## config.mk

```make
export PLATFORM = sky130hd
export DESIGN_NAME = smr_ctrl
export DESIGN_NICKNAME = d
export VERILOG_FILES = /design/src/rtl/smr_pkg.sv /design/src/rtl/smr_ctrl.sv
export VERILOG_INCLUDE_DIRS = /design/src /design/src/rtl
export SDC_FILE = /design/constraint.sdc
export NUM_CORES = 1
export LEC_CHECK = 0
export ABC_AREA = 1
export BUFFER_PORTS_ARGS = -buffer_cell sky130_fd_sc_hd__buf_2
export CAP_MARGIN = 40
export CORE_AREA = 2 2 39 41
export CTS_CLUSTER_SIZE = 8
export DETAILED_ROUTE_END_ITERATION = 12
export DIE_AREA = 0 0 41 43
export GPL_ROUTABILITY_DRIVEN = 0
export PLACE_DENSITY = 0.41
export SETUP_SLACK_MARGIN = 0.3
export SLEW_MARGIN = 20
export SYNTH_ARGS = -nofsm -noshare
export SYNTH_HDL_FRONTEND = slang
export SYNTH_SLANG_ARGS = --single-unit
```

## constraint.sdc

```tcl
create_clock -name clk -period 1.1 [get_ports clk]
set_input_delay 0.22 -clock clk [delete_from_list [all_inputs] [get_ports clk]]
set_output_delay 0.22 -clock clk [all_outputs]
set_load 0.02 [all_outputs]
```

## src/rtl/spiral_matrix_readout_defines.svh

```systemverilog
// Assertion macros shared by the spiral matrix readout modules.
`ifndef SPIRAL_MATRIX_READOUT_DEFINES_SVH
`define SPIRAL_MATRIX_READOUT_DEFINES_SVH

// Same-cycle implication, disabled during reset.
`define SMR_ASSERT_NOW(label, clk, rst, ante, cons, msg) \
  label: assert property (@(posedge clk) disable iff (rst) (ante) |-> (cons)) \
    else $error(msg);

// Next-cycle implication, disabled during reset.
`define SMR_ASSERT_NEXT(label, clk, rst, ante, cons, msg) \
  label: assert property (@(posedge clk) disable iff (rst) (ante) |=> (cons)) \
    else $error(msg);

`endif

```

## src/rtl/smr_pkg.sv

```systemverilog
// Types and constants shared by the spiral matrix readout modules.
package smr_pkg;

  typedef logic [0:0] cfg_index_t;

  localparam cfg_index_t CFG_ROW_COUNT = 1'b0;
  localparam cfg_index_t CFG_COL_COUNT = 1'b1;

  localparam int          CFG_WIDTH       = 5;
  localparam logic [4:0]  CFG_COUNT_RESET = 5'd16;

  localparam logic FUNC_LOAD = 1'b0;
  localparam logic FUNC_READ = 1'b1;

  typedef struct packed {
    logic               func;
    logic signed [31:0] elem_value;
  } item_t;

  typedef struct packed {
    logic signed [31:0] out_value;
    logic [3:0]         out_row;
    logic [3:0]         out_col;
    logic               is_last;
    logic               exhausted;
  } result_t;

  typedef struct packed {
    logic load_wr;   // store the accepted element
    logic rd_start;  // read transaction accepted
    logic step;      // form the index and advance the walk
    logic mem_rd;    // read the store at the registered index
    logic out_load;  // move the fetched element into the result register
  } smr_cmd_t;

  typedef struct packed {
    logic item_is_read;
  } smr_status_t;

endpackage

```

## src/rtl/smr_ctrl.sv

```systemverilog
// Controller: sequences each read transaction and owns the result handshake.
`include "spiral_matrix_readout_defines.svh"

module smr_ctrl
  import smr_pkg::*;
(
  input  logic        clk,
  input  logic        rst,
  input  logic        item_valid,
  output logic        item_ready,
  input  logic        result_ready,
  output logic        result_valid,
  input  smr_status_t status,
  output smr_cmd_t    cmd
);

  typedef enum logic [1:0] {
    ST_IDLE,
    ST_INDEX,
    ST_FETCH,
    ST_RESULT
  } state_t;

  state_t state;

  assign item_ready = (state == ST_IDLE);

  always_comb begin
    cmd          = '0;
    cmd.load_wr  = item_valid && item_ready && !status.item_is_read;
    cmd.rd_start = item_valid && item_ready && status.item_is_read;
    cmd.step     = (state == ST_INDEX);
    cmd.mem_rd   = (state == ST_FETCH);
    cmd.out_load = (state == ST_RESULT) && (!result_valid || result_ready);
  end

  always_ff @(posedge clk) begin
    if (rst) begin
      state        <= ST_IDLE;
      result_valid <= 1'b0;
    end else begin
      if (result_valid && result_ready) begin
        result_valid <= 1'b0;
      end
      if (cmd.out_load) begin
        result_valid <= 1'b1;
      end
      unique case (state)
        ST_IDLE: begin
          if (cmd.rd_start) begin
            state <= ST_INDEX;
          end
        end
        ST_INDEX: begin
          state <= ST_FETCH;
        end
        ST_FETCH: begin
          state <= ST_RESULT;
        end
        ST_RESULT: begin
          if (cmd.out_load) begin
            state <= ST_IDLE;
          end
        end
        default: begin
          state <= ST_IDLE;
        end
      endcase
    end
  end

  `SMR_ASSERT_NEXT(a_read_steps, clk, rst, cmd.rd_start, cmd.step, "read did not step the walk")
  `SMR_ASSERT_NEXT(a_step_fetch, clk, rst, cmd.step, cmd.mem_rd, "step not followed by fetch")
  `SMR_ASSERT_NEXT(a_out_shown, clk, rst, cmd.out_load, result_valid, "loaded result not shown")

endmodule

```

==> impl_summary.log, run 1 <==
INFO  metric status = complete, but fails checks
INFO  metric violations = negative setup slack
INFO  metric netlist_area_before_placement = 223 sq um
INFO  metric critPathMaxFanout = 4
INFO  metric worst_hold_path_type = in2reg
INFO  metric dp_hpwl = 373 um
INFO  metric floorplan.io_pins = 12
INFO  metric worstHoldPathCells = 2
INFO  metric timing.critical_path.from_type = register
INFO  metric fin_hold_ws = 0.147 ns
INFO  metric first_global_vias = between 200 and 300
INFO  metric floorplan.die_area = 0.00176 sq mm
INFO  metric yosys-top-cells-area = dfxtp_1, ha_1, inv_1
INFO  metric ys_ff_latch = 3
INFO  metric cp_cell_sequence = inv_4, ha_4, nand3_2, inv_2, buf_6
INFO  metric critical_path.max_stage_delay = around 0.36 ns
INFO  metric grt_antenna_before_repair = 0
INFO  metric nets = 60
INFO  metric critPathRequiredTime = slightly below 0.9 ns
INFO  metric dominantRegCellSynth = dfxtp_1
INFO  metric count_of_maximum_capacitance_violations = 0
INFO  metric numCtsBuffers = 3
INFO  metric drv_slew = 0
INFO  metric grt_first_pass_wirelength = approximately 930 um
INFO  metric path_delay_family = flip-flops
INFO  metric yosysMostFrequentCell = inv_1
INFO  metric number_of_cells_traversed_by_the_worst_register_to_register_path = 8
INFO  metric grt_overflow_total = 0
INFO  metric clock_slew_at_reported_path_ffs = 0.04 ns
INFO  metric critical_path_cell_with_the_highest_stage_delay = dfxtp_4
INFO  metric fill_cells = about 160
INFO  metric number_of_endpoints_with_negative_hold_slack_in_the_final_report = 0
INFO  metric antenna_violating_nets_post_route = 0
INFO  metric critical_path.n_buffers_inverters = 3
INFO  metric relative_max_transition_margin = 0.901
INFO  metric initialDrtViolationCount = 0
INFO  metric portBuffers = 11
INFO  metric synth_enable_flop_cells = 0
INFO  metric achievable-frequency = approximately 0.8 GHz
INFO  metric cts_hold_buffers = 0
INFO  metric worst_clock_skew = 0.00329 ns
INFO  metric tritoncts_num_sinks = 3
INFO  metric synth.yosys.seq_area_share = 0.270
INFO  metric layout_setup_ws = -0.168 ns
INFO  metric setup.worst_path.class = reg2out
INFO  metric synth_nets = 40
INFO  metric max-vdd-ir-drop = between 0.8 and 0.9 mV
INFO  metric synthCells = 31
INFO  metric place_worst_setup_slack = ~0.0037 ns
INFO  metric clock_path_buffers = 2
INFO  metric crit_cells = 5
INFO  metric floorplan.initialDensity = 0.161
INFO  metric timing.final.crit_period = between 1 and 1.5 ns
INFO  metric power_leakage = about 0.22 nW
INFO  metric post-route-period-util = 1.15
INFO  metric first_pass_iters = 1
INFO  metric grt.total_usage = 0.0781
INFO  metric die_height = roughly 43 um
INFO  metric tritoncts = yes
INFO  metric grt_max_degree = 5
INFO  metric netlist-cell-type-count = 9
INFO  metric power.total = about 1.2 mW
INFO  metric num_antenna_cells = 0
INFO  metric detail_route.drc_violations = 0
INFO  metric yosysWarnings = 0
INFO  metric synth_async_sr_flop_share = 0
INFO  metric final-seq-area = between 70 and 80 sq um
INFO  metric die_x = between 40 and 50 um
INFO  metric tightestPinTransition = between 0.1 and 0.15 ns
INFO  metric worst_setup_path_end_kind = output port
INFO  metric placementRows = 14
INFO  metric wl_per_cell = between 7 and 8 um
INFO  metric layout-area-overhead-vs-synth = 113%
INFO  metric rsz0062_at_grt = true
INFO  metric total_power_divided_by_cell_area = between 2000 and 3000 mW/mm^2
INFO  metric ff_to_ff_setup_slack = -0.03 ns
INFO  metric syn-mean-instance-area = 7.18 sq um
INFO  metric core = between 0.001 and 0.0015 sq mm
INFO  metric synth.top_cell.area_share = 0.270
INFO  metric synth.cells.most_frequent = inv_1, nand2_1, a21oi_1, ha_1
INFO  metric vias_per_cell = 3.86
INFO  metric worst_skew_pair.late_latency = approximately 0.23 ns
INFO  metric final-setup-viol-count = 7
INFO  metric cp.arrival = between 1 and 1.5 ns
INFO  metric num_vias = between 200 and 300
INFO  metric ctsRootBufferMaster = clkbuf_4
INFO  metric multi_input_comb_area = ~200 sq um
INFO  metric synth_largest_area_cell = dfxtp_1
INFO  metric cts.htree.levels = 1
INFO  metric drive_gt1_frac = 0.720
INFO  metric wl = slightly above 500 um
[state kept, by name, indices dropped and copies added (netlist names)]
name / cells
result_valid: 1
state: 2
[worst paths after layout]
| path | startpoint | endpoint |
|---|---|---|
| worst max-delay path | state[0]$_SDFFE_PP0P_ | cmd[3] |
| worst min register to register | result_valid$_SDFFE_PP0P_ | result_valid$_SDFFE_PP0P_ |
| worst max register to register | state[0]$_SDFFE_PP0P_ | state[1]$_SDFFE_PP0P_ |
| worst min-delay path | rst | result_valid$_SDFFE_PP0P_ |
[cells in the final DEF (no fill, tap or decap), drive strengths merged]
| cell type | instances |
|---|---|
| a21oi | 4 |
| buf | 15 |
| clkbuf | 4 |
| dfxtp | 3 |
| ha | 4 |
| inv | 8 |
| nand2 | 5 |
| nand3 | 3 |
| nand3b | 1 |
| nor2 | 3 |
[metrics by stage]
step                      utilization  cells  setup TNS (ns)  cell area [sq um]
after global routing            0.344     66           -1.21                475
after CTS                       0.344     66          -0.894                475
final                           0.344     66          -0.810                475
after detailed placement        0.254     60               0                352
after floorplan                     -     31               0                262
after global placement          0.254     60               0                352
[layout make-up]
class | instances | area share
Sequential cell | 3 | 0.150
Tap cell | 16 | 0.0421
Clock buffer | 4 | 0.0553
Timing Repair Buffer | 15 | 0.258
Inverter | 8 | 0.0737
Multi-Input combinational cell | 20 | 0.421
[what timing repair did]
item                                    in CTS  in global routing
setup buffers                                2                  0
hold endpoints to repair                     0                  0
pin swaps                                    4                  1
gates resized for setup                     26                  0
endpoints found under the setup margin      10                 10
[cell families (layout without fill, tap and decap cells)]
logic type                 Yosys count  after routing  share of synthesized area
AOI/OAI and AO/OA                    4              4                     0.0899
adders and majority gates            4              4                      0.225
buffers and inverters                8             27                      0.135
DFF                                  3              3                      0.270
and+or+nand+nor                     12             12                      0.281
[per-layer routing]
metal	global-route usage	part of all wire	vias up	wire length (um)
met5	0	0	-	0
met4	0.0600	0	0	0
met3	0.0314	0.066	0	34
met2	0.131	0.51	7	262
met1	0.0669	0.42	115	215
li1	-	-	133	-
[worst register-to-register path, cell delays in order (launching register included)]
cell and delay (ns):
dfxtp_4 0.36, inv_4 0.06, ha_4 0.16, nand3_2 0.08, buf_4 0.15, nand2_4 0.06, nand3_1 0.06, nand2_1 0.06
nor2_1 0.03
[power by group]
group          internal, mW  switching, mW  total (mW)
Sequential            0.165         0.0686       0.234
Combinational         0.384          0.389       0.773
Clock                 0.136         0.0544       0.190
Power figures use the tool's default switching activity.
==> run 2: changes to the inputs <==
- CELL_PAD_IN_SITES_DETAIL_PLACEMENT: not set -> 0
- CELL_PAD_IN_SITES_GLOBAL_PLACEMENT: not set -> 2
- CORE_AREA: 2 2 39 41 -> not set
- CORE_MARGIN: not set -> 2
- CORE_UTILIZATION: not set -> 17
- DIE_AREA: 0 0 41 43 -> not set
- PLACE_DENSITY: 0.41 -> 0.68
==> run 2 against run 1 <==
  * The run still ends with negative setup slack left
  * Via count is 3.9% higher
  * Utilization rose by 3.2 points
  * Wire length is 3.5% higher
==> impl_summary.log, run 2 (synthesis gave the netlist of run 1 again) <==
INFO  metric layout_setup_ws = -0.180 ns
INFO  metric detail_route.drc_violations = 0
INFO  metric status = complete, but fails checks
INFO  metric die_x = 40.2 um
INFO  metric grt_antenna_before_repair = 0
INFO  metric antenna_violating_nets_post_route = 0
INFO  metric relative_max_transition_margin = 0.898
INFO  metric num_antenna_cells = 0
INFO  metric fill_cells = roughly 130
INFO  metric first_pass_iters = 3
INFO  metric ff_to_ff_setup_slack = -0.03 ns
INFO  metric power_leakage = roughly 0.23 nW
INFO  metric placedCellCount = a little under 60
INFO  metric numCtsBuffers = 3
INFO  metric initialDrtViolationCount = 2
INFO  metric total_power_divided_by_cell_area = approximately 2500 mW/mm^2
INFO  metric most_frequent_standard_cell_in_the_layout_excluding_fill_and_tap_cells = buf_6
INFO  metric floorplan.initialDensity = 0.176
INFO  metric wl_per_cell = ~8 um
INFO  metric clock_path_buffers = 2
INFO  metric nets = between 60 and 70
INFO  metric setup.worst_path.class = reg2out
INFO  metric place_worst_setup_slack = just under 0.02 ns
INFO  metric post-route-period-util = 1.16
INFO  metric ctsRootBufferMaster = clkbuf_4
INFO  metric reg.largest.list = state (2), result_valid (1)
INFO  metric achievable-frequency = between 0.7 and 0.8 GHz
INFO  metric worst_clock_skew = ~0.0066 ns
INFO  metric grt_first_pass_wirelength = approximately 890 um
INFO  metric tightestPinTransition = 0.153 ns
INFO  metric die_height = approximately 40 um
INFO  metric number_of_endpoints_with_negative_hold_slack_in_the_final_report = 0
INFO  metric tritoncts_num_sinks = 3
INFO  metric worst_setup_path_end_kind = output port
INFO  metric floorplan.die_area = 0.00162 sq mm
INFO  metric top_register = state
INFO  metric dp_hpwl = between 300 and 400 um
INFO  metric cts_hold_buffers = 0
INFO  metric placement.cell_area = 350 sq um
INFO  metric cp.arrival = about 1.1 ns
INFO  metric drive_gt1_frac = 0.706
INFO  metric cts.htree.levels = 1
INFO  metric portBuffers = 11
INFO  metric final_area = 477 sq um
INFO  metric timing.critical_path.from_type = register
INFO  metric num_vias = 265
INFO  metric layout-area-overhead-vs-synth = 114%
INFO  metric violations = negative setup slack
INFO  metric wl = between 500 and 600 um
INFO  metric clock_slew_at_reported_path_ffs = approximately 0.04 ns
INFO  metric largest_register_ff_count = 2
INFO  metric worst_hold_path_type = in2reg
INFO  metric finish.cell_count_without_fillers = 66
INFO  metric rsz0062_at_grt = true
INFO  metric critPathRequiredTime = 0.88 ns
INFO  metric mostFrequentLayoutCells = buf_6, buf_2, buf_4
INFO  metric first_global_vias = approximately 240
INFO  metric placementRows = 13
INFO  metric worst_skew_pair.late_latency = around 0.24 ns
INFO  metric grt_max_degree = 5
INFO  metric count_of_maximum_capacitance_violations = 0
INFO  metric finalCoreUtilization = 0.376
INFO  metric floorplan.io_pins = 12
INFO  metric timing.final.crit_period = about 1.3 ns
INFO  metric critPathMaxFanout = 4
INFO  metric max-vdd-ir-drop = 1.10 mV
INFO  metric core = roughly 0.0013 sq mm
INFO  metric tritoncts = yes
INFO  metric vias_per_cell = approximately 4
INFO  metric drv_slew = 0
INFO  metric final-setup-viol-count = 7
INFO  metric grt_overflow_total = 0
INFO  metric power.total = between 1 and 1.5 mW
INFO  metric grt.total_usage = 0.0924
run 2: changes by cell type in the layout (fill, tap and decap cells not counted), sizes merged:
cell / change
buf: +1
run 2: critical path, stage by stage, from the launching register on:
cell	delay, ns
dfxtp_4	0.36
inv_4	0.06
ha_4	0.16
nand3_2	0.08
inv_2	0.06
buf_6	0.10
run 2: report_power, final:
part	internal (mW)	total (mW)	switching, mW
Clock	0.136	0.198	0.0620
Sequential	0.159	0.212	0.0530
Combinational	0.394	0.787	0.393
run 2: stage by stage:
| stage | TNS [ns] | hold WS [ns] |
|---|---|---|
| 6_report | -0.935 | 0.154 |
| 5_1_grt | -1.32 | 0.153 |
| 4_1_cts | -0.970 | 0.139 |
| 3_5_place_dp | 0 | 0.398 |
| 3_3_place_gp | 0 | 0.402 |
| 2_1_floorplan | 0 | 0.289 |
run 2: path summary, 6_finish.rpt:
path,startpoint,endpoint,cells after the start
worst max-delay path,state[0]$_SDFFE_PP0P_,cmd[3],5
worst min-delay path,rst,result_valid$_SDFFE_PP0P_,2
worst max register to register,state[0]$_SDFFE_PP0P_,state[1]$_SDFFE_PP0P_,8
worst min register to register,state[0]$_SDFFE_PP0P_,state[0]$_SDFFE_PP0P_,3
run 2: cell type report:
type / instances / area (sq um) / area share
clock buffer: 4 / 26.3 / 0.0551
timing repair buffer: 16 / 130 / 0.273
inverter: 8 / 35.0 / 0.0735
multi-input combinational: 20 / 198 / 0.415
tap: 15 / 18.8 / 0.0394
sequential: 3 / 68.8 / 0.144
run 2: what timing repair did:
action | 4_1_cts | 5_1_grt
resized for setup | 22 | 2
setup endpoints to repair | 10 | 10
pin swaps | 3 | 0
endpoints found under the hold margin | 0 | 0
buffers inserted | 2 | 1
run 2: routing by layer:
layer,part of all wire,global-route usage,up-vias
li1,-,-,133
met1,0.37,0.0820,122
met2,0.53,0.153,10
met3,0.096,0.0833,0
met4,0,0.0250,0
met5,0,0,-
==> run 3: changes to the inputs <==
- RECOVER_POWER: not set -> 100
- TNS_END_PERCENT: not set -> 10
==> run 3 against run 2 <==
  * The flow still finishes with violations (negative setup slack)
  * Final area down 2.4%
  * Final cell count decreased by 1.5%
  * Worst hold slack got worse by 0.0076 ns
  * Utilization down 0.89 points
  * Clock power shrank 3%
  * Count of clock-buffer cells in the layout did not move
  * Via count down 2.3%
  * Clock skew shrank 0.0046 ns
  * Critical endpoint unchanged
  * Largest cell class unchanged
==> impl_summary.log, run 3 (synthesis gave the netlist of run 1 again) <==
INFO  metric critical_path_cell_with_the_highest_stage_delay = dfxtp_2
INFO  metric placement.cell_area = about 350 sq um
INFO  metric final-setup-viol-count = 8
INFO  metric detail_route.drc_violations = 0
INFO  metric die_height = 40.2 um
INFO  metric grt_antenna_before_repair = 0
INFO  metric reg.largest.list = state (2), result_valid (1)
INFO  metric first_pass_iters = 6
INFO  metric violations = negative setup slack
INFO  metric cp_cell_sequence = inv_2, ha_4, nand3_2, inv_2, buf_6
INFO  metric floorplan.io_pins = 12
INFO  metric drive_gt1_frac = 0.660
INFO  metric power.total = about 1.2 mW
INFO  metric vias_per_cell = 3.98
INFO  metric tritoncts_num_sinks = 3
INFO  metric totalNegativeSetupSlack = -1.06 ns
INFO  metric placedCellCount = just under 60
INFO  metric top_register = state
INFO  metric tritoncts = yes
INFO  metric count_of_maximum_capacitance_violations = 0
INFO  metric status = complete, but fails checks
INFO  metric final_area = around 470 sq um
INFO  metric mostFrequentLayoutCells = buf_6, buf_2, inv_1, nand2_1, buf_4
INFO  metric num_vias = 259
INFO  metric critical_path.max_stage_delay = approximately 0.33 ns
INFO  metric critPathMaxFanout = 5
INFO  metric most_frequent_standard_cell_in_the_layout_excluding_fill_and_tap_cells = buf_6
INFO  metric power_leakage = roughly 0.22 nW
INFO  metric worst_hold_path_type = in2reg
INFO  metric grt_overflow_total = 0
INFO  metric total_power_divided_by_cell_area = between 2000 and 2500 mW/mm^2
INFO  metric ctsRootBufferMaster = clkbuf_4
INFO  metric timing.critical_path.from_type = register
INFO  metric worst_setup_path_end_kind = output port
INFO  metric numCtsBuffers = 3
INFO  metric grt_max_degree = 6
INFO  metric num_antenna_cells = 0
INFO  metric placementRows = 13
INFO  metric floorplan.die_area = 0.00162 sq mm
INFO  metric relative_max_transition_margin = 0.901
INFO  metric worst_skew_pair.late_latency = around 0.23 ns
INFO  metric post-route-period-util = 1.16
INFO  metric grt.total_usage = 0.0877
INFO  metric setup.worst_path.class = reg2out
INFO  metric finish.cell_count_without_fillers = 65
INFO  metric cts.htree.levels = 1
INFO  metric dp_hpwl = between 300 and 400 um
INFO  metric layout_setup_ws = -0.181 ns
INFO  metric critPathRequiredTime = approximately 0.9 ns
INFO  metric clock_slew_at_reported_path_ffs = ~0.040 ns
INFO  metric tightestPinTransition = around 0.15 ns
INFO  metric layout-area-overhead-vs-synth = 109%
INFO  metric crit_path_frequent_cell = inv_2
INFO  metric largest_register_ff_count = 2
INFO  metric drv_slew = 0
INFO  metric number_of_endpoints_with_negative_hold_slack_in_the_final_report = 0
INFO  metric antenna_violating_nets_post_route = 0
INFO  metric first_global_vias = about 230
INFO  metric grt_first_pass_wirelength = approximately 860 um
INFO  metric wl = 555 um
INFO  metric max-vdd-ir-drop = around 0.75 mV
INFO  metric achievable-frequency = slightly below 0.8 GHz
INFO  metric die_x = ~40 um
INFO  metric portBuffers = 11
INFO  metric nets = 60
INFO  metric fin_hold_ws = approximately 0.15 ns
INFO  metric cp.arrival = 1.06 ns
INFO  metric wl_per_cell = 8.54 um
INFO  metric cts_hold_buffers = 0
INFO  metric clock_path_buffers = 2
INFO  metric core = 0.00127 sq mm
INFO  metric rsz0062_at_grt = true
INFO  metric floorplan.initialDensity = 0.176
INFO  metric worst_clock_skew = ~0.0020 ns
INFO  metric timing.final.crit_period = ~1.3 ns
INFO  metric initialDrtViolationCount = 2
[run 3: final timing paths]
check	start	end	cells past startpoint	slack [ns]
worst min-delay path	rst	result_valid$_SDFFE_PP0P_	2	0.15
worst max register to register	state[1]$_SDFFE_PP0P_	state[1]$_SDFFE_PP0P_	8	-0.07
worst max-delay path	state[1]$_SDFFE_PP0P_	cmd[3]	5	-0.18
worst min register to register	result_valid$_SDFFE_PP0P_	result_valid$_SDFFE_PP0P_	2	0.51
[run 3: power by group]
group / internal, mW / switching [mW] / total, mW
clock: 0.136 / 0.0562 / 0.192
combinational: 0.367 / 0.384 / 0.751
sequential: 0.159 / 0.0558 / 0.215
[run 3: routing by layer]
layer | vias to the layer above | wire [um] | GRT usage
met4 | 0 | 0 | 0.100
met1 | 121 | 216 | 0.0752
met3 | 0 | 36 | 0.0167
met5 | - | 0 | 0
li1 | 132 | - | -
met2 | 6 | 302 | 0.157
[run 3: critical path: cells and delay by family (launching register included)]
| kind | cells | cell delay, ns |
|---|---|---|
| flip-flops | 1 | 0.33 |
| buffers and inverters | 3 | 0.24 |
| adder cells (fa/ha/maj) | 1 | 0.17 |
| AND/OR/NAND/NOR | 1 | 0.08 |
[run 3: what timing repair did]
action                                  in CTS  in global routing
resized for setup                           18                  4
buffers inserted                             2                  0
pin swaps                                    4                  1
cloned                                       0                  0
endpoints found under the setup margin      10                 10
[run 3: layout make-up]
cell class	count	area, sq um
Clock buffer	4	26.3
Fill cell	137	803
Inverter	8	32.5
Multi-Input combinational cell	20	196
Sequential cell	3	68.8
Tap cell	15	18.8
Timing Repair Buffer	15	123
[run 3: metrics by stage]
| step | worst slack, ns | utilization |
|---|---|---|
| 2_1_floorplan | 0.0665 | - |
| 3_3_place_gp | 0.0202 | 0.276 |
| 3_5_place_dp | 0.0133 | 0.276 |
| 4_1_cts | -0.192 | 0.359 |
| 5_1_grt | -0.249 | 0.367 |
| 6_report | -0.181 | 0.367 |
